==> config.mk <==
export PLATFORM = sky130hd
export DESIGN_NAME = mbb_front
export DESIGN_NICKNAME = d
export VERILOG_FILES = /design/src/rtl/core/mbb_pkg.sv /design/src/rtl/core/mbb_front.sv
export SDC_FILE = /design/constraint.sdc
export NUM_CORES = 1
export LEC_CHECK = 0
export BUFFER_PORTS_ARGS = -buffer_cell sky130_fd_sc_hd__buf_2
export CAP_MARGIN = 5
export CORE_MARGIN = 8
export CORE_UTILIZATION = 56
export CTS_CLUSTER_SIZE = 12
export DETAILED_ROUTE_END_ITERATION = 7
export PLACE_DENSITY = 0.87
export REMOVE_ABC_BUFFERS = 1
export SLEW_MARGIN = 10
export SYNTH_ARGS = -nofsm -noshare
export SYNTH_HDL_FRONTEND = slang
export SYNTH_SLANG_ARGS = --single-unit
==> constraint.sdc <==
create_clock -name clk_i -period 7.46 [get_ports clk_i]
set_input_delay 1.119 -clock clk_i [delete_from_list [all_inputs] [get_ports clk_i]]
set_output_delay 1.119 -clock clk_i [all_outputs]
set_load 0.01 [all_outputs]
==> src/rtl/core/mbb_pkg.sv <==
package mbb_pkg;

  localparam int BiasW = 13;

  typedef logic signed [BiasW-1:0] bias_t;

  typedef enum logic [2:0] {
    OP_REGISTER   = 3'd0,
    OP_UNREGISTER = 3'd1,
    OP_SET_TARGET = 3'd2,
    OP_LOCK       = 3'd3,
    OP_STREAM     = 3'd4,
    OP_FORCE_ALL  = 3'd5,
    OP_TICK       = 3'd6,
    OP_QUERY      = 3'd7
  } op_e;

  localparam logic [1:0] STRAT_PRESSURE = 2'd2;

  localparam logic [2:0] CFG_MIN_BIAS       = 3'd0;
  localparam logic [2:0] CFG_MAX_BIAS       = 3'd1;
  localparam logic [2:0] CFG_GLOBAL_OFFSET  = 3'd2;
  localparam logic [2:0] CFG_BLEND_RATE     = 3'd3;
  localparam logic [2:0] CFG_STREAMING_BIAS = 3'd4;
  localparam logic [2:0] CFG_PRESSURE_START = 3'd5;
  localparam logic [2:0] CFG_PRESSURE_FULL  = 3'd6;

  localparam int InDataW  = 56;
  localparam int OutDataW = 16;

  // one decoded request as it waits between the front and back parts
  typedef struct packed {
    op_e         op;
    logic        bulk;
    logic [5:0]  material;
    logic [1:0]  strategy;
    bias_t       bias_value;
    logic        flag;
    logic [15:0] delta_time;
    logic [15:0] memory_usage;
  } cmd_t;

  typedef struct packed {
    logic [15:0] rate;
    logic        locked;
    logic [1:0]  strategy;
  } attr_t;

  function automatic bias_t clamp_bias(input logic signed [14:0] v, input bias_t lo,
                                       input bias_t hi);
    logic signed [14:0] lo_x;
    logic signed [14:0] hi_x;
    bias_t r;
    lo_x = 15'(lo);
    hi_x = 15'(hi);
    if (v < lo_x) begin
      r = lo;
    end else if (v > hi_x) begin
      r = hi;
    end else begin
      r = v[BiasW-1:0];
    end
    return r;
  endfunction

endpackage

==> src/rtl/core/mbb_front.sv <==
module mbb_front (
  input  logic                              clk_i,
  input  logic                              rst_ni,
  input  logic                              in_valid_i,
  output logic                              in_ready_o,
  input  logic [2:0]                        in_op_i,
  input  logic [mbb_pkg::InDataW-1:0]       in_data_i,
  output logic                              cmd_valid_o,
  output mbb_pkg::cmd_t                     cmd_o,
  input  logic                              cmd_ready_i
);
  import mbb_pkg::*;

  cmd_t       q_mem [2];
  logic       wr_ptr_q, wr_ptr_d;
  logic       rd_ptr_q, rd_ptr_d;
  logic [1:0] cnt_q, cnt_d;
  cmd_t       dec;
  logic       push, pop;

  always_comb begin
    dec.op           = op_e'(in_op_i);
    dec.bulk         = (in_op_i == OP_FORCE_ALL) || (in_op_i == OP_TICK);
    dec.material     = in_data_i[5:0];
    dec.strategy     = in_data_i[7:6];
    dec.bias_value   = in_data_i[20:8];
    dec.flag         = in_data_i[21];
    dec.delta_time   = in_data_i[37:22];
    dec.memory_usage = in_data_i[53:38];
  end

  assign in_ready_o  = (cnt_q != 2'd2);
  assign cmd_valid_o = (cnt_q != 2'd0);
  assign cmd_o       = q_mem[rd_ptr_q];
  assign push        = in_valid_i && in_ready_o;
  assign pop         = cmd_valid_o && cmd_ready_i;

  always_comb begin
    wr_ptr_d = push ? ~wr_ptr_q : wr_ptr_q;
    rd_ptr_d = pop ? ~rd_ptr_q : rd_ptr_q;
    cnt_d    = 2'(cnt_q + {1'b0, push} - {1'b0, pop});
  end

  always_ff @(posedge clk_i) begin
    if (push) begin
      q_mem[wr_ptr_q] <= dec;
    end
  end

  always_ff @(posedge clk_i or negedge rst_ni) begin
    if (!rst_ni) begin
      wr_ptr_q <= 1'b0;
      rd_ptr_q <= 1'b0;
      cnt_q    <= 2'd0;
    end else begin
      wr_ptr_q <= wr_ptr_d;
      rd_ptr_q <= rd_ptr_d;
      cnt_q    <= cnt_d;
    end
  end

endmodule

==> results.yml, run 1 <==
synthesis:
  ys_warn_count: 0
  syn_avg_cell_area_um2: 21.8
  yosys-top-cells-area: "edfxtp_1, mux2_2, mux2_4"
  synthXorXnorAreaFrac_pct: 0.785
  yosys.area_share.simple_pct: 1.23
  synth_top_area_share_pct: 78.0
  yosysSeqAreaShare_pct: 80.2
  synth_adder_area_share_pct: 0.280
  synth.cell_area_um2: 4470
  synth_compound_area_share_pct: 0.700
  synth_top_family_by_area: "multiplexers"
  synth_seq_cells: 120
  synth_largest_area_cell: "edfxtp_1"
  post_synth_num_cell_types: 22
  synthMuxAreaShare_pct: 15.5
  synth_cells: 205
setup_path:
  worstPathArrival_ns: 2.27
  path_max_fanout: 43
  start_kind: "flop"
  setup.worst_path.class: "reg -> out"
  cp.required_ns: 6.34
  crit_path_end_kind: "output pin"
power:
  p_per_area_nw_per_um2: 420
  p_leak_nw: 2.22
  irDropWorstVdd_mv: 0.317
timing:
  timing.slew.headroom_pct: 55.3
  finalClockSkew_ns: 0.00670
  hold_ws_ns: 0.422
  min_period_ns: 3.39
  min_period_over_period_pct: 45.4
  timing.fmax_mhz: 295
  rsz0062_at_grt: "false"
  finalSetupTns_ns: 0
  drv_slew: 0
  worst_slew_pin_slew_ns: 0.669
  hold_violations: 0
  setup_violations: 0
cts:
  clock_latency_ns: 0.49
  clk_pin_slew_ns: 0.05
  cts_hold_buf: 0
  cts_tree: "done"
  clock_tree.root_cell: "clkbuf_8"
  cts.sink_count: 120
  numCtsBuffers: 17
  postCtsResizedCells: 0
  cts-htree-levels: 4
  cts_setup_buffers: 0
  clockBufferDepth: 2
route:
  remaining_drc_errors: 0
  drt_iter0_drc: 114
  vias: 2326
  vias_per_cell: 5.11
  postRouteAntennaNets: 0
  routed_wl_mm: 8.29
  drtPass1Iterations: 4
  detail_route.wl_per_cell_um: 18.2
cells_and_area:
  drive_gt1_share_pct: 60.6
  area_growth_pct: 29.2
  mostFrequentLayoutCell: "buf_2"
  fill_cells: 492
  nets: 404
  fin_util_pct: 74.7
  final_cell_mix: "buf_2, edfxtp_1, mux2_2"
  diodes: 0
run_status:
  status: "complete, no violations"
floorplan:
  start_util_pct: 57.8
  core_area_um2: 7730
  die_h_um: 105
  die-area_um2: 11100
  ioPinCount: 123
  die_x_um: 105
  rows: 32
grt:
  antenna_found_initial: 0
  grt_pass1_wl_mm: 13.0
  grt-ovfl-total: 0
  grt_max_degree: 48
  grt_pass1_vias: 2756
  grtUsageTotal_pct: 15.3
placement:
  dp_hpwl_mm: 5.54
  portBuffers: 120
  globalplace.congestion: 0.737
min_path:
  hp-class: "in -> async"
job:
  timing.max_cap.violations: 0
-- synth_stat cells, drive strengths merged --
| master | n |
|---|---|
| dfrtp | 4 |
| nand2b | 1 |
| nand2 | 2 |
| xnor2 | 3 |
| nor2 | 3 |
| xor2 | 1 |
| a32oi | 1 |
| ha | 1 |
| a211oi | 1 |
| or2 | 1 |
| buf | 7 |
| nor2b | 1 |
| o21ai | 1 |
| edfxtp | 116 |
| and3 | 1 |
| mux2 | 58 |
| and2 | 1 |
| nand3 | 1 |
| a21bo | 1 |
-- logic make-up after synthesis --
| logic type | after synthesis |
|---|---|
| AO/OA/AOI/OAI | 4 |
| XOR/XNOR | 4 |
| adder cells (fa/ha/maj) | 1 |
| multiplexers | 58 |
| AND/OR/NAND/NOR | 11 |
| buffers and inverters | 7 |
| flip-flops | 120 |
-- cell type report --
cell class / count / area [um^2] / share of cell area, %
Sequential cell: 120 / 3580 / 62.1
Multi-Input combinational cell: 78 / 833 / 14.4
Clock inverter: 12 / 176 / 3.06
Tap cell: 102 / 128 / 2.21
Timing Repair Buffer: 123 / 623 / 10.8
Clock buffer: 20 / 425 / 7.37
-- state kept, by name, summed over array words and instances, names as in the netlist --
signal	count
q_mem	116
cnt_q	2
wr_ptr_q	1
rd_ptr_q	1
-- routing by layer --
| metal | share of wire [%] | up-vias | track usage [%] |
|---|---|---|---|
| li1 | - | 1081 | - |
| met1 | 37 | 1155 | 14.2 |
| met2 | 55 | 82 | 28.3 |
| met3 | 7.7 | 8 | 7.06 |
| met4 | 0.64 | 0 | 5.81 |
| met5 | 0 | - | 0 |
-- final timing paths --
kind,depth (start not counted),from,to,slack [ns]
worst max-delay path,3,rd_ptr_q,cmd_o[27],4.07
worst min-delay path,1,rst_ni,cnt_q[0],0.42
worst max register to register,4,cnt_q[0],q_mem[0][46],5.23
min in group clk_i,1,wr_ptr_q,wr_ptr_q,0.62
max in group asynchronous,1,rst_ni,rd_ptr_q,6.90
worst min register to register,1,wr_ptr_q,wr_ptr_q,0.62
-- worst max-delay path, cell delays in order, from the launching register on --
cell and delay, ns:
dfrtp_2 0.61, buf_4 0.58, mux2_2 0.40, buf_2 0.15
-- report_power, final --
group	leakage (nW)	internal (mW)	total (mW)	switching, mW
Combinational	0.812	0.297	0.627	0.330
Sequential	1.13	0.924	0.985	0.0611
Clock	0.279	0.541	0.812	0.271
-- stage by stage --
step                      worst slack [ns]  cells  total power [mW]  area, um^2
after floorplan                       3.36    198              1.40        4410
after global placement                4.57    423              1.61        5170
after detailed placement              4.56    423              1.64        5170
after CTS                             4.03    455              2.46        5770
after global routing                  3.95    455              2.54        5770
final                                 4.07    455              2.42        5770
Power figures use the tool's default switching activity.
==> run 2, diff against run 1 <==
--- a/config.mk
+++ b/config.mk
@@ -5,13 +5,14 @@
 export SDC_FILE = /design/constraint.sdc
 export NUM_CORES = 1
 export LEC_CHECK = 0
+export ABC_AREA = 1
 export BUFFER_PORTS_ARGS = -buffer_cell sky130_fd_sc_hd__buf_2
 export CAP_MARGIN = 5
 export CORE_MARGIN = 8
-export CORE_UTILIZATION = 56
+export CORE_UTILIZATION = 52
 export CTS_CLUSTER_SIZE = 12
 export DETAILED_ROUTE_END_ITERATION = 7
-export PLACE_DENSITY = 0.87
+export PLACE_DENSITY = 0.81
 export REMOVE_ABC_BUFFERS = 1
 export SLEW_MARGIN = 10
 export SYNTH_ARGS = -nofsm -noshare
==> constraint.sdc (replaced) <==
create_clock -name clk_i -period 3.5 [get_ports clk_i]
set_input_delay 0.525 -clock clk_i [delete_from_list [all_inputs] [get_ports clk_i]]
set_output_delay 0.525 -clock clk_i [all_outputs]
set_load 0.01 [all_outputs]
==> run 2 against run 1 <==
  * Synthesized area is essentially flat
  * Wire length grew 9.0%
  * Cell count grew 29%
  * Combinational power grew 130%
  * Count of clock-buffer cells in the layout shrank 2
  * Global-route usage grew 0.31 points
  * First-iteration DRC count grew 45%
  * Critical path type unchanged
  * Largest cell class unchanged
==> results.yml, run 2 <==
cts:
  clk_pin_slew_ns: 0.06
  clock_latency_ns: 0.49
  clock_tree.root_cell: "clkbuf_8"
  cts_tree: "done"
  clockBufferDepth: 2
  cts-htree-levels: 4
  cts_setup_buffers: 0
  cts.sink_count: 120
  cts_hold_buf: 1
  postCtsResizedCells: 0
  numCtsBuffers: 17
timing:
  rsz0062_at_grt: "false"
  timing.slew.headroom_pct: 59.1
  hold_violations: 0
  timing.fmax_mhz: 387
  setup_violations: 0
  min_period_ns: 2.58
  drv_slew: 0
  worst_slew_pin_slew_ns: 0.613
  finalSetupTns_ns: 0
  hold_ws_ns: 0.220
  min_period_over_period_pct: 73.8
  finalClockSkew_ns: 0.00752
synthesis:
  yosysSeqAreaShare_pct: 80.3
  synth_largest_area_cell: "edfxtp_1"
  yosys-top-cells-area: "edfxtp_1, nand2_1, dfrtp_1"
  syn_avg_cell_area_um2: 13.2
  synth_edf_count: 116
  synth.cell_area_um2: 4460
  ys.flop_type: "edfxtp_1"
  ys_warn_count: 0
  yosysMostFrequentCell: "nand2_1"
  synth_cells: 337
  synthTopCellsByCount: "nand2_1, edfxtp_1, buf_2, inv_1, nor2_1"
  synthArstFlopShare_pct: 3.33
  post_synth_num_cell_types: 14
  synth_seq_cells: 120
  synth_top_area_share_pct: 78.0
route:
  drt_iter0_drc: 165
  routed_wl_mm: 9.03
  detail_route.wl_per_cell_um: 15.3
  drtPass1Iterations: 6
  vias_per_cell: 4.86
  postRouteAntennaNets: 0
  vias: 2863
  remaining_drc_errors: 0
min_path:
  hp-class: "in -> reg"
  hp-start: "in_data_i[11]"
  min_to: "q_mem[1][36]"
  worstHoldPathCells: 1
floorplan:
  core_area_um2: 8510
  rows: 34
  die_x_um: 109
  ioPinCount: 123
  start_util_pct: 52.5
  die-area_um2: 11800
  die_h_um: 109
power:
  irDropWorstVdd_mv: 0.679
  seqPwrFrac_pct: 41.2
  power.internal_mw: 3.45
  swShare_pct: 32.7
  p_clk_share_pct: 30.8
  p_sw_mw: 1.67
  pwr-share-comb_pct: 28.0
  power.total_mw: 5.12
  p_per_area_nw_per_um2: 895
  p_leak_nw: 2.50
setup_path:
  setup.worst_path.class: "reg -> out"
  cp_common_cell: "nand2_1"
  cpMaxStageDelayCell: "dfrtp_2"
  critPathBufInv: 2
  cp_top_family: "buffers and inverters"
  worstPathCellList: "inv_4 -> nand2_1 -> nand2_1 -> buf_2"
  r2r-end: "q_mem[1][17]"
  rr_worst_depth: 4
  crit_path_end_kind: "output pin"
  cp.required_ns: 2.97
  path_max_fanout: 59
  worstPathArrival_ns: 2.06
  start_kind: "flop"
  rrSetupSlack_ns: 1.84
  critPathMaxStageDelay_ns: 0.62
  r2r_start: "cnt_q[1]"
run_status:
  status: "complete, no violations"
cells_and_area:
  diodes: 0
  drive_gt1_share_pct: 32.6
  reg.largest.list: "q_mem: 116 flops, cnt_q: 2 flops"
  fin_util_pct: 67.3
  area_growth_pct: 28.2
  final_cells: 589
  nets: 533
  regMostFlops: "q_mem"
  largest_register_ffs: 116
  final_cell_mix: "nand2_1, buf_2, edfxtp_1"
  mostFrequentLayoutCell: "nand2_1"
  fill_cells: 629
  regArea_um2: 3580
  multi_input_area_um2: 772
grt:
  grt-ovfl-total: 0
  grt_pass1_wl_mm: 14.0
  antenna_found_initial: 0
  grt_max_degree: 60
  grt_pass1_vias: 2970
  grtUsageTotal_pct: 15.6
placement:
  dp_hpwl_mm: 6.11
  globalplace.congestion: 0.721
  portBuffers: 120
  dp.cells: 557
job:
  timing.max_cap.violations: 0
[run 2: logic make-up (layout without fill, tap and decap cells)]
family	Yosys count	in the layout	synth area share, %
buffers and inverters	21	165	2.77
AND/OR/NAND/NOR	190	190	16.0
adder cells (fa/ha/maj)	1	1	0.280
XOR/XNOR	1	1	0.196
flip-flops	120	120	80.3
AO/OA/AOI/OAI	4	4	0.448
[run 2: routing by layer]
metal | share of wire [%] | GRT usage, %
met5 | 0 | 0
met4 | 1.1 | 6.16
met1 | 40 | 17.0
met3 | 7.2 | 5.20
met2 | 52 | 27.5
[run 2: worst register-to-register path, delay by kind of cell, from the launching register on]
kind	cells	cell delay (ns)
simple gates	3	0.50
flops	1	0.42
buf+inv	1	0.37
[run 2: worst max path at each step]
stage               startpoint  cells after the start          end  slack (ns)
global placement      rd_ptr_q                      4    cmd_o[54]        1.42
detailed placement    rd_ptr_q                      4    cmd_o[24]        1.40
global route          rd_ptr_q                      4     cmd_o[6]        0.72
CTS                   rd_ptr_q                      4    cmd_o[30]        0.86
finish                rd_ptr_q                      4    cmd_o[30]        0.92
floorplan             cnt_q[1]                      3  q_mem[1][0]       -0.12
[run 2: layout make-up]
| type | instances | share of cell area [%] |
|---|---|---|
| inverter | 8 | 0.569 |
| clock buffer | 18 | 7.30 |
| tap | 108 | 2.36 |
| sequential | 120 | 62.7 |
| multi-input combinational | 196 | 13.5 |
| clock inverter | 13 | 2.30 |
| timing repair buffer | 126 | 11.3 |
[run 2: per-stage QoR]
stage	cell area, um^2	setup slack, ns
after floorplan	4370	-0.124
after global placement	5160	1.42
after detailed placement	5160	1.40
after CTS	5720	0.860
after global routing	5720	0.716
final	5720	0.918
[run 2: power groups by stage]
stage               registers [mW]  logic (mW)  clock network [mW]
floorplan                     2.15       0.790                   0
global placement              2.12        1.43                   0
detailed placement            2.14        1.47                   0
CTS                           2.11        1.48                1.61
global route                  2.14        1.62                1.66
finish                        2.11        1.44                1.58
==> run 3, diff against run 2 <==
--- a/config.mk
+++ b/config.mk
@@ -5,14 +5,14 @@
 export SDC_FILE = /design/constraint.sdc
 export NUM_CORES = 1
 export LEC_CHECK = 0
-export ABC_AREA = 1
+export ABC_AREA = 0
 export BUFFER_PORTS_ARGS = -buffer_cell sky130_fd_sc_hd__buf_2
 export CAP_MARGIN = 5
 export CORE_MARGIN = 8
-export CORE_UTILIZATION = 52
+export CORE_UTILIZATION = 47
 export CTS_CLUSTER_SIZE = 12
 export DETAILED_ROUTE_END_ITERATION = 7
-export PLACE_DENSITY = 0.81
+export PLACE_DENSITY = 0.78
 export REMOVE_ABC_BUFFERS = 1
 export SLEW_MARGIN = 10
 export SYNTH_ARGS = -nofsm -noshare
==> constraint.sdc (replaced) <==
create_clock -name clk_i -period 2.1 [get_ports clk_i]
set_input_delay 0.315 -clock clk_i [delete_from_list [all_inputs] [get_ports clk_i]]
set_output_delay 0.315 -clock clk_i [all_outputs]
set_load 0.01 [all_outputs]
==> run 3 against run 2 <==
  * Combinational power is 75% higher
  * Hold slack worse by 0.18 ns
  * Sequential cell count is the same
  * Largest power group unchanged
==> results.yml, run 3 (synthesized netlist as in run 1, its figures left out) <==
route:
  drt_iter0_drc: 110
  vias: 2515
  routed_wl_mm: 9.10
  vias_per_cell: 4.63
  postRouteAntennaNets: 0
  drtPass1Iterations: 4
  detail_route.wl_per_cell_um: 16.8
  remaining_drc_errors: 0
timing:
  worst_slew_pin_slew_ns: 0.429
  setup_violations: 0
  min_period_over_period_pct: 96.8
  drv_slew: 0
  rsz0062_at_grt: "true"
  hold_violations: 0
  finalSetupTns_ns: 0
  finalClockSkew_ns: 0.00895
  hold_ws_ns: 0.0403
  min_period_ns: 2.03
  timing.slew.headroom_pct: 71.4
  layout_setup_ws_ns: 0.0680
  timing.fmax_mhz: 492
floorplan:
  rows: 35
  core_area_um2: 9240
  die-area_um2: 12900
  ioPinCount: 123
  die_h_um: 113
  die_x_um: 113
  start_util_pct: 48.3
cts:
  cts-htree-levels: 4
  cts_tree: "done"
  numCtsBuffers: 17
  clockBufferDepth: 2
  clock_latency_ns: 0.50
  clock_tree.root_cell: "clkbuf_8"
  cts.sink_count: 120
  clk_pin_slew_ns: 0.06
setup_path:
  start_kind: "flop"
  r2r_start: "cnt_q[0]"
  crit_path_end_kind: "output pin"
  rr_worst_depth: 3
  r2r-end: "q_mem[1][3]"
  cp.required_ns: 1.78
  setup.worst_path.class: "reg -> out"
  worstPathArrival_ns: 1.72
  rrSetupSlack_ns: 0.55
  path_max_fanout: 26
cells_and_area:
  area_growth_pct: 43.3
  fin_util_pct: 69.3
  nets: 465
  diodes: 0
  fill_cells: 600
  regMostFlops: "q_mem"
  mostFrequentLayoutCell: "buf_2"
  drive_gt1_share_pct: 53.9
  final_cell_mix: "buf_2, edfxtp_1, dlygate4sd3_1"
  multi_input_area_um2: 837
  regArea_um2: 3590
  largest_register_ffs: 116
  reg.largest.list: "q_mem: 116 flops, cnt_q: 2 flops"
grt:
  grt-ovfl-total: 0
  grtUsageTotal_pct: 14.4
  antenna_found_initial: 1
  use_met2_pct: 25.8
  grt_pass1_vias: 2843
  grt.met1_usage_pct: 14.6
  grt_max_degree: 59
  grt-busiest-layer: "met2"
  grt_pass1_wl_mm: 14.2
  use_met3_pct: 6.02
placement:
  dp_hpwl_mm: 5.34
  globalplace.congestion: 0.702
  portBuffers: 120
  dp_slack_ns: 0.427
job:
  timing.max_cap.violations: 0
power:
  p_leak_nw: 2.48
  irDropWorstVdd_mv: 0.911
  p_per_area_nw_per_um2: 1350
min_path:
  min_to: "q_mem[1][55]"
  worstHoldPathCells: 1
  hp-class: "in -> reg"
  hp-start: "in_op_i[0]"
run_status:
  status: "complete, no violations"
-- run 3: cell types whose count changed in the layout (fill, tap and decap cells not counted), sizes merged, moves of 2 or more --
cell	delta
inv	-4
buf	+3
nand2	-181
xnor2	+3
nor2	-2
mux2	+58
a21oi	-2
dlygate4sd3	+55
-- run 3: critical path, cell delays in order (launching register included) --
cell and delay (ns):
dfrtp_4 0.48, buf_12 0.21, mux2_2 0.36, buf_2 0.15
-- run 3: worst max path at each step --
stage | start | end
after global routing | rd_ptr_q | cmd_o[8]
after detailed placement | rd_ptr_q | cmd_o[24]
after floorplan | cnt_q[0] | q_mem[0][0]
after global placement | rd_ptr_q | cmd_o[24]
final | rd_ptr_q | cmd_o[8]
after CTS | rd_ptr_q | cmd_o[51]
-- run 3: routing by layer --
| metal | vias to the layer above | share of wire [%] |
|---|---|---|
| met5 | - | 0.18 |
| met4 | 2 | 1.0 |
| met3 | 12 | 7.1 |
| met2 | 86 | 54 |
| met1 | 1207 | 38 |
| li1 | 1208 | - |
-- run 3: power by group --
part,internal (mW),switching [mW]
Sequential,3.28,0.178
Combinational,1.25,1.26
Clock,1.59,1.06
Total,6.13,2.50
-- run 3: what timing repair did --
action                     CTS  global route
setup endpoints to repair   47             1
hold endpoints to repair   112             0
hold buffers                56             0
setup buffers                3             0
gates resized for setup      1             1
-- run 3: final cells by class --
type / instances / share of cell area [%]
Sequential cell: 120 / 56.0
Timing Repair Buffer: 184 / 19.7
Multi-Input combinational cell: 78 / 13.1
Clock buffer: 17 / 6.47
Tap cell: 129 / 2.52
Clock inverter: 15 / 2.23
-- run 3: stage by stage --
step,power [mW],cells,area [um^2]
floorplan,4.96,198,4410
global placement,5.84,452,5260
detailed placement,5.90,452,5260
CTS,8.71,543,6400
global route,9.04,543,6400
finish,8.63,543,6400
